===== src/sdr_pkg.sv =====
// Shared types, width codes and helpers for the signed divide/remainder unit.
// No dependencies; used by sdr_cell and signed_divide_remainder_unit.
package sdr_pkg;

  localparam logic [1:0] OP_W8  = 2'd0;
  localparam logic [1:0] OP_W16 = 2'd1;
  localparam logic [1:0] OP_W32 = 2'd2;

  typedef struct packed {
    logic [1:0]         opcode;
    logic signed [31:0] dividend;
    logic signed [31:0] divisor;
  } in_t;

  typedef struct packed {
    logic signed [31:0] quotient;
    logic signed [31:0] remainder;
    logic               divide_by_zero;
    logic               overflow;
  } out_t;

  typedef struct packed {
    logic [31:0] rem;
    logic [31:0] quo;
    logic [31:0] dvs;
    logic [1:0]  opcode;
    logic        neg_q;
    logic        neg_r;
    logic        dz;
    logic        ov;
  } work_t;

  function automatic logic [31:0] sext_w(input logic [31:0] x, input logic [1:0] op);
    logic [31:0] res;
    case (op)
      OP_W8:   res = {{24{x[7]}}, x[7:0]};
      OP_W16:  res = {{16{x[15]}}, x[15:0]};
      default: res = x;
    endcase
    return res;
  endfunction

  function automatic logic [31:0] most_neg(input logic [1:0] op);
    logic [31:0] res;
    case (op)
      OP_W8:   res = 32'hFFFF_FF80;
      OP_W16:  res = 32'hFFFF_8000;
      default: res = 32'h8000_0000;
    endcase
    return res;
  endfunction

endpackage


===== src/sdr_cell.sv =====
// One restoring-division cell: develops one quotient bit and registers the step.
// Depends on sdr_pkg.
module sdr_cell (
  input  logic          clk,
  input  logic          rst_n,
  input  logic          up_valid,
  output logic          up_stall,
  input  sdr_pkg::work_t up_work,
  output logic          dn_valid,
  input  logic          dn_stall,
  output sdr_pkg::work_t dn_work
);

  logic           valid_r;
  sdr_pkg::work_t work_r;
  sdr_pkg::work_t work_nxt;
  logic [32:0]    shifted;
  logic [32:0]    diff;
  logic           ge;

  assign up_stall = valid_r && dn_stall;
  assign dn_valid = valid_r;
  assign dn_work  = work_r;

  always_comb begin
    shifted  = {up_work.rem, up_work.quo[31]};
    diff     = shifted - {1'b0, up_work.dvs};
    ge       = !diff[32];
    work_nxt = up_work;
    work_nxt.rem = ge ? diff[31:0] : shifted[31:0];
    work_nxt.quo = {up_work.quo[30:0], ge};
  end

  always_ff @(posedge clk) begin
    if (!rst_n) begin
      valid_r <= 1'b0;
    end else if (!up_stall) begin
      valid_r <= up_valid;
    end
  end

  always_ff @(posedge clk) begin
    if (!up_stall && up_valid) begin
      work_r <= work_nxt;
    end
  end

endmodule


===== config.mk =====
export PLATFORM = sky130hd
export DESIGN_NAME = sdr_cell
export DESIGN_NICKNAME = d
export VERILOG_FILES = /design/src/sdr_pkg.sv /design/src/sdr_cell.sv
export SDC_FILE = /design/constraint.sdc
export NUM_CORES = 1
export LEC_CHECK = 0
export ABC_CLOCK_PERIOD_IN_PS = 13400
export BUFFER_PORTS_ARGS = -buffer_cell sky130_fd_sc_hd__clkbuf_2
export CAP_MARGIN = 30
export CELL_PAD_IN_SITES_DETAIL_PLACEMENT = 1
export CELL_PAD_IN_SITES_GLOBAL_PLACEMENT = 1
export CORE_ASPECT_RATIO = 0.8
export CORE_MARGIN = 1
export CORE_UTILIZATION = 30
export CTS_CLUSTER_DIAMETER = 50
export DETAILED_ROUTE_END_ITERATION = 12
export GPL_ROUTABILITY_DRIVEN = 0
export PLACE_DENSITY = 0.66
export SYNTH_ARGS = -nofsm -noshare
export SYNTH_HDL_FRONTEND = slang
export SYNTH_SLANG_ARGS = --single-unit

===== constraint.sdc =====
create_clock -name clk -period 13.4 [get_ports clk]
set_clock_uncertainty 0.1 [all_clocks]
set_input_delay 1.34 -clock clk [delete_from_list [all_inputs] [get_ports clk]]
set_output_delay 1.34 -clock clk [all_outputs]
set_load 0.05 [all_outputs]

==> results by group, run 1 <==
Outcome
  • Status: finished, final reports clean

Detailed routing
  • Antenna Nets Post-Route: 0
  • Vias per std cell: 4.82
  • Drc violations: 0
  • Pre-Repair DR Iteration Count: 4
  • Vias: 4,355
  • Drt total wl: 15.3 mm
  • Starting DRT DRC Count: 278
  • Wire per inst: 17.0 um

Timing
  • Fin crit share: 0.349
  • Setup TNS: 0 ns
  • Setup violators final: 0
  • FMAX: 214 MHz
  • Slew margin rel.: 0.493
  • Minimum clock period: 4.68 ns
  • Final hold violation count: 0
  • RSZ-0062 raised after global routing: false
  • Worst slew pin tran: 0.761 ns
  • Final Max Slew Viols: 0

Critical path
  • Worst reg-to-reg path cell count: 4
  • Critical Path End Type: flop
  • Type of the worst setup path: in2reg
  • R2R Path End: dn_work[37]
  • Critical path launch point type: primary input
  • Critical path endpoint: dn_work[93]
  • Crit path arrival time: 4.69 ns
  • Crit-path max FO: 25
  • R2r setup slk: 11.06 ns
  • Reg2reg start: dn_valid
  • Worst EP required: 13.41 ns
  • Critical path origin: up_work[22]

GRT
  • Total gr overflow: 0
  • Vias in the first global route: about 4,500
  • Largest net degree at the start of global routing: 57
  • Initial antenna violation count: 0
  • Global Route Usage Sum: 0.164
  • First-pass GRT wire length: about 24 mm

Floorplanning
  • Number of cell rows: 44
  • Vert. Die Dim: 124 um
  • IO Pins: between 200 and 250
  • Die width: 154 um
  • Core area: 18,200 um2
  • Initial core utilization: 0.306
  • Die area: 19,100 um2

Finish
  • Diodes inserted: 0
  • Finished Core Util: 0.392
  • Area added between synthesis and finish: 27.9%
  • Final nets: 807
  • Fillers: 2,055
  • Multi-input logic area: 2250 um2
  • Layout cell share with drive strength beyond 1: 0.374
  • Finished Layout Cells: 903
  • Seq. cell area: around 3100 um2

Power and ir drop
  • Leakage: 0.00326 uW
  • Flop pwr share: 0.425
  • Pwr dens: 131 nW/um2
  • Clock group share of total power: 0.273
  • Comb pwr share: 0.302
  • Sw frac: 0.348
  • Internal power: 608 uW
  • Worst VDD drop: 0.0521 mV
  • Psw: 325 uW

Logic synthesis
  • FF+latch count, synth: 103
  • Synth async-reset ratio: 0
  • Synth cell types: 48
  • Synthesized instance count: 463
  • Fraction of the yosys area taken by sequential cells: 0.554
  • Avg Inst Size Synth: roughly 12 um2
  • Syn nets: between 600 and 700
  • Mapped cell area: 5560 um2
  • Count of flip-flops with a built-in enable after synthesis: 102
  • Top FF cell, synth: edfxtp_1
  • YS warnings: 0

Min path
  • Hold Crit Class: reg2reg

Clock tree
  • Htree depth: 3
  • CTS tree: done
  • Latest clock arrival within the worst-skew pair: 0.35 ns
  • Worst-path clk slew: 0.07 ns
  • CTS buffer count: 9
  • CTS Hold Bufs: 0
  • Max Buffers Root-to-Sink: 2
  • Root buffer cell: clkbuf_16
  • Clock sink count: 103
  • Number of cells upsized or downsized after cts: 0
  • Post-CTS setup buffer count: 0

Job
  • Max Cap Viol: 0

Placed design
  • HPWL after detailed placement: 12.0 mm
  • Dpl cells: 887
  • Buffers added on ports: roughly 210
==> cell type report <==
| type | instances | area share |
|---|---|---|
| Sequential cell | 103 | 0.433 |
| Multi-Input combinational cell | 304 | 0.317 |
| Timing Repair Buffer | 211 | 0.149 |
| Tap cell | 230 | 0.0404 |
| Clock buffer | 10 | 0.0322 |
| Inverter | 39 | 0.0206 |
| Clock inverter | 6 | 0.00756 |
==> sequential cells by signal (all words and copies together), names as in the netlist <==
register,cells
dn_work,102
dn_valid,1
==> power by group through the flow <==
stage | combinational [uW] | sequential, uW | clock, uW
final | 282 | 396 | 255
after global placement | 277 | 403 | 0
after global routing | 303 | 399 | 275
after detailed placement | 283 | 404 | 0
after CTS | 284 | 397 | 267
after floorplan | 119 | 496 | 0
==> synth_stat cells, types with 4 or more instances <==
| master | n | area (um2) |
|---|---|---|
| nand4_1 | 6 | 37.5 |
| a21boi_0 | 4 | 30.0 |
| o21a_1 | 5 | 37.5 |
| xnor2_1 | 12 | 105 |
| nand2b_1 | 5 | 31.3 |
| edfxtp_1 | 102 | 3060 |
| inv_1 | 38 | 143 |
| a21oi_1 | 29 | 145 |
| clkbuf_1 | 14 | 52.6 |
| o21bai_1 | 6 | 45.0 |
| o211ai_1 | 8 | 60.1 |
| nor2_1 | 19 | 71.3 |
| o31ai_1 | 5 | 37.5 |
| xor2_1 | 12 | 105 |
| and3_1 | 5 | 31.3 |
| a21o_1 | 16 | 120 |
| o21ai_0 | 24 | 120 |
| ha_1 | 32 | 400 |
| nand2_1 | 44 | 165 |
| nor2b_1 | 6 | 37.5 |
| nand3_1 | 10 | 50.1 |
| mux2_4 | 19 | 285 |
| a211oi_1 | 5 | 37.5 |
==> cells in the final DEF (no fill, tap or decap), types with 2 or more instances in the layout <==
cell type / Yosys / routed
xnor2_1: 12 / 12
a31oi_1: 2 / 2
and3_1: 5 / 5
clkbuf_2: 0 / 209
o21a_1: 5 / 5
inv_6: 0 / 2
ha_1: 32 / 32
buf_4: 0 / 2
nand2_1: 44 / 44
nand2b_1: 5 / 5
edfxtp_1: 102 / 102
clkinv_4: 0 / 2
clkbuf_16: 0 / 9
a41o_1: 2 / 2
o41ai_1: 3 / 3
nor3_1: 3 / 3
and2_1: 3 / 3
o211ai_1: 8 / 8
nand3_1: 10 / 10
nand4_1: 6 / 6
a211oi_1: 5 / 5
nor2b_1: 6 / 5
mux2_4: 19 / 19
xor2_1: 12 / 12
and4_1: 2 / 2
o21ai_0: 24 / 24
o31ai_1: 5 / 5
a21boi_0: 4 / 4
a21oi_1: 29 / 29
inv_1: 38 / 38
o21bai_1: 6 / 6
o2111ai_1: 2 / 2
a21o_1: 16 / 16
nor2_1: 19 / 19
==> kinds of logic after synthesis <==
logic type	after synthesis	share of synthesized area
simple gates	108	0.0931
fa+ha+maj	33	0.0756
xor+xnor	24	0.0378
mux	21	0.0551
buf+inv	56	0.0418
compound gates	118	0.142
flops	103	0.554
==> stage by stage <==
step	cell area, um2	hold slack (ns)	total power [uW]	setup WS, ns
2_1_floorplan	5560	1.05	615	6.50
3_3_place_gp	6830	0.549	680	8.46
3_5_place_dp	6830	0.601	687	8.35
4_1_cts	7120	0.618	948	8.72
5_1_grt	7120	0.650	977	8.51
6_report	7120	0.614	933	8.72
==> metal layers <==
metal  vias to the layer above  wire [um]  global-route usage
met5                         -          0                   0
met1                      2076       6930               0.208
met2                       145       7190               0.270
met4                         0        123              0.0450
met3                        12       1080              0.0525
li1                       2122          -                   -
==> worst min path at each step <==
| stage | to | depth (start not counted) | slack, ns | start |
|---|---|---|---|---|
| final | dn_valid | 2 | 0.61 | dn_valid |
| after CTS | dn_valid | 2 | 0.62 | dn_valid |
| after global placement | dn_valid | 2 | 0.55 | dn_valid |
| after detailed placement | dn_valid | 2 | 0.60 | dn_valid |
| after global routing | dn_valid | 2 | 0.65 | dn_valid |
| after floorplan | dn_valid | 2 | 1.05 | dn_valid |
==> critical path, stage by stage <==
cell	delay (ns)
clkbuf_2	0.09
inv_1	0.04
ha_1	0.42
a21oi_4	0.23
o211ai_1	0.13
a221o_1	0.34
a211o_1	0.30
o21a_1	0.21
o211ai_4	0.63
inv_2	0.49
mux2_4	0.42
Power figures use the tool's default switching activity.
==> run 2, diff against run 1 <==
--- a/config.mk
+++ b/config.mk
@@ -5,7 +5,7 @@
 export SDC_FILE = /design/constraint.sdc
 export NUM_CORES = 1
 export LEC_CHECK = 0
-export ABC_CLOCK_PERIOD_IN_PS = 13400
+export ABC_CLOCK_PERIOD_IN_PS = 4600
 export BUFFER_PORTS_ARGS = -buffer_cell sky130_fd_sc_hd__clkbuf_2
 export CAP_MARGIN = 30
 export CELL_PAD_IN_SITES_DETAIL_PLACEMENT = 1
==> constraint.sdc (replaced) <==
create_clock -name clk -period 4.6 [get_ports clk]
set_clock_uncertainty 0.1 [all_clocks]
set_input_delay 0.46 -clock clk [delete_from_list [all_inputs] [get_ports clk]]
set_output_delay 0.46 -clock clk [all_outputs]
set_load 0.05 [all_outputs]
==> run 2 against run 1 <==
Compared with the run above: routed wire length is 2.2% higher; utilization increased by 0.30 points; worst setup slack worse by 7.6 ns; count of clock-buffer cells in the layout shrank 1; non-clock buffer count increased by 2; clock power grew to 3.1 times the previous value; via count rose by 0.62%; sequential share of layout area decreased by 0.33 points; global-route usage increased by 0.15 points; cell area up 0.76%; critical path type unchanged; critical endpoint is now dn_work[86]; largest cell class unchanged; largest power group unchanged.
==> results by group, run 2 (synthesized netlist as in run 1, its figures left out) <==
Finish
  • Diodes inserted: 0
  • Final nets: 809
  • Commonest non-fill, non-tap cell in the layout: clkbuf_2
  • Most frequent cells in the layout: clkbuf_2, edfxtp_1, nand2_1
  • Finished Layout Cells: 905
  • Area added between synthesis and finish: 28.9%
  • Layout cell share with drive strength beyond 1: 0.378
  • Finished Core Util: 0.395
  • Max FFs per register: 102

Detailed routing
  • Drc violations: 0
  • Drt total wl: 15.7 mm
  • Pre-Repair DR Iteration Count: 4
  • Antenna Nets Post-Route: 0
  • Wire per inst: 17.3 um
  • Vias: 4,382
  • Starting DRT DRC Count: 145
  • Vias per std cell: 4.84

Clock tree
  • Latest clock arrival within the worst-skew pair: 0.36 ns
  • CTS Hold Bufs: 0
  • Post-CTS setup buffer count: 0
  • CTS buffer count: 9
  • Number of cells upsized or downsized after cts: 0
  • Max Buffers Root-to-Sink: 2
  • Root buffer cell: clkbuf_16
  • CTS tree: done
  • Htree depth: 3
  • Worst-path clk slew: roughly 0.080 ns
  • Clock sink count: 103

GRT
  • Met1 usage: 0.210
  • Initial antenna violation count: 3
  • First-pass GRT wire length: 24.1 mm
  • Total gr overflow: 0
  • Global Route Usage Sum: 0.166
  • Vias in the first global route: 4,497
  • Met3 Use GR: 0.0546
  • Largest net degree at the start of global routing: approximately 60
  • M2 GR Usage: 0.266
  • Top Usage Layer GRT: met2

Placed design
  • Buffers added on ports: 209
  • Dpl cells: 889
  • HPWL after detailed placement: 12.3 mm

Timing
  • Minimum clock period: ~3.5 ns
  • Setup TNS: 0 ns
  • Worst slew pin tran: 0.790 ns
  • Slew margin rel.: 0.472
  • Fin crit share: 0.759
  • Final hold violation count: 0
  • Setup violators final: 0
  • Hold_ws: 0.172 ns
  • FMAX: 286 MHz
  • RSZ-0062 raised after global routing: false
  • Final Max Slew Viols: 0

Floorplanning
  • Initial core utilization: 0.306
  • Die width: 154 um
  • Die area: 19,100 um2
  • Vert. Die Dim: between 100 and 150 um
  • Core area: 18,200 um2
  • Number of cell rows: 44
  • IO Pins: 210

Power and ir drop
  • Pwr dens: 388 nW/um2
  • Worst VDD drop: 0.185 mV
  • Leakage: 0.00329 uW
  • Tot Pwr: 2780 uW

Job
  • Max Cap Viol: 0

Critical path
  • R2R Path End: dn_work[4]
  • Crit-path max FO: 12
  • R2r setup slk: 2.58 ns
  • Worst reg-to-reg path cell count: 3
  • Critical path launch point type: primary input
  • Critical Path End Type: flop
  • Type of the worst setup path: in2reg
  • Worst EP required: roughly 4.6 ns
  • Crit path arrival time: between 3 and 4 ns
  • Reg2reg start: dn_valid

Min path
  • Hold Crit Start: up_work[40]
  • Hold depth: 1
  • End of the worst hold path: dn_work[41]
  • Hold Crit Class: in2reg

Outcome
  • Status: finished, final reports clean
==> run 2: worst max-delay path by stage <==
| stage | slack (ns) | startpoint | cells after the start | endpoint |
|---|---|---|---|---|
| 5_1_grt | 0.83 | up_work[69] | 13 | dn_work[87] |
| 4_1_cts | 1.05 | up_work[69] | 13 | dn_work[86] |
| 2_1_floorplan | 0.45 | dn_valid | 2 | dn_work[0] |
| 6_report | 1.11 | up_work[69] | 13 | dn_work[86] |
| 3_5_place_dp | 0.70 | up_work[69] | 13 | dn_work[86] |
| 3_3_place_gp | 0.87 | up_work[69] | 13 | dn_work[86] |
==> run 2: final cells by class <==
type | count | area (um2)
Tap cell | 230 | 288
Clock inverter | 7 | 83.8
Multi-Input combinational cell | 304 | 2250
Sequential cell | 103 | 3080
Inverter | 39 | 146
Timing Repair Buffer | 213 | 1090
Clock buffer | 9 | 225
Fill cell | 2033 | 11000
==> run 2: metrics by stage <==
stage,setup slack (ns),cell area [um2]
2_1_floorplan,0.454,5570
3_3_place_gp,0.867,6860
3_5_place_dp,0.699,6860
4_1_cts,1.05,7170
5_1_grt,0.829,7170
6_report,1.11,7170
==> run 2: layer usage <==
metal	part of all wire	up-vias
met4	0.016	2
met2	0.46	149
met5	0.00057	-
li1	-	2123
met1	0.45	2088
met3	0.072	20
==> run 2: critical path, stage by stage <==
cell	delay, ns
clkbuf_2	0.09
inv_1	0.04
ha_1	0.21
fa_1	0.42
nand2b_1	0.19
a21oi_1	0.28
o211ai_1	0.19
a21oi_1	0.26
o21a_1	0.25
o211ai_4	0.11
inv_2	0.37
buf_4	0.31
mux2_4	0.32
==> run 2: power breakdown <==
group / internal, uW / switching (uW)
clock network: 392 / 411
logic: 265 / 563
registers: 1130 / 21.8
total: 1790 / 995
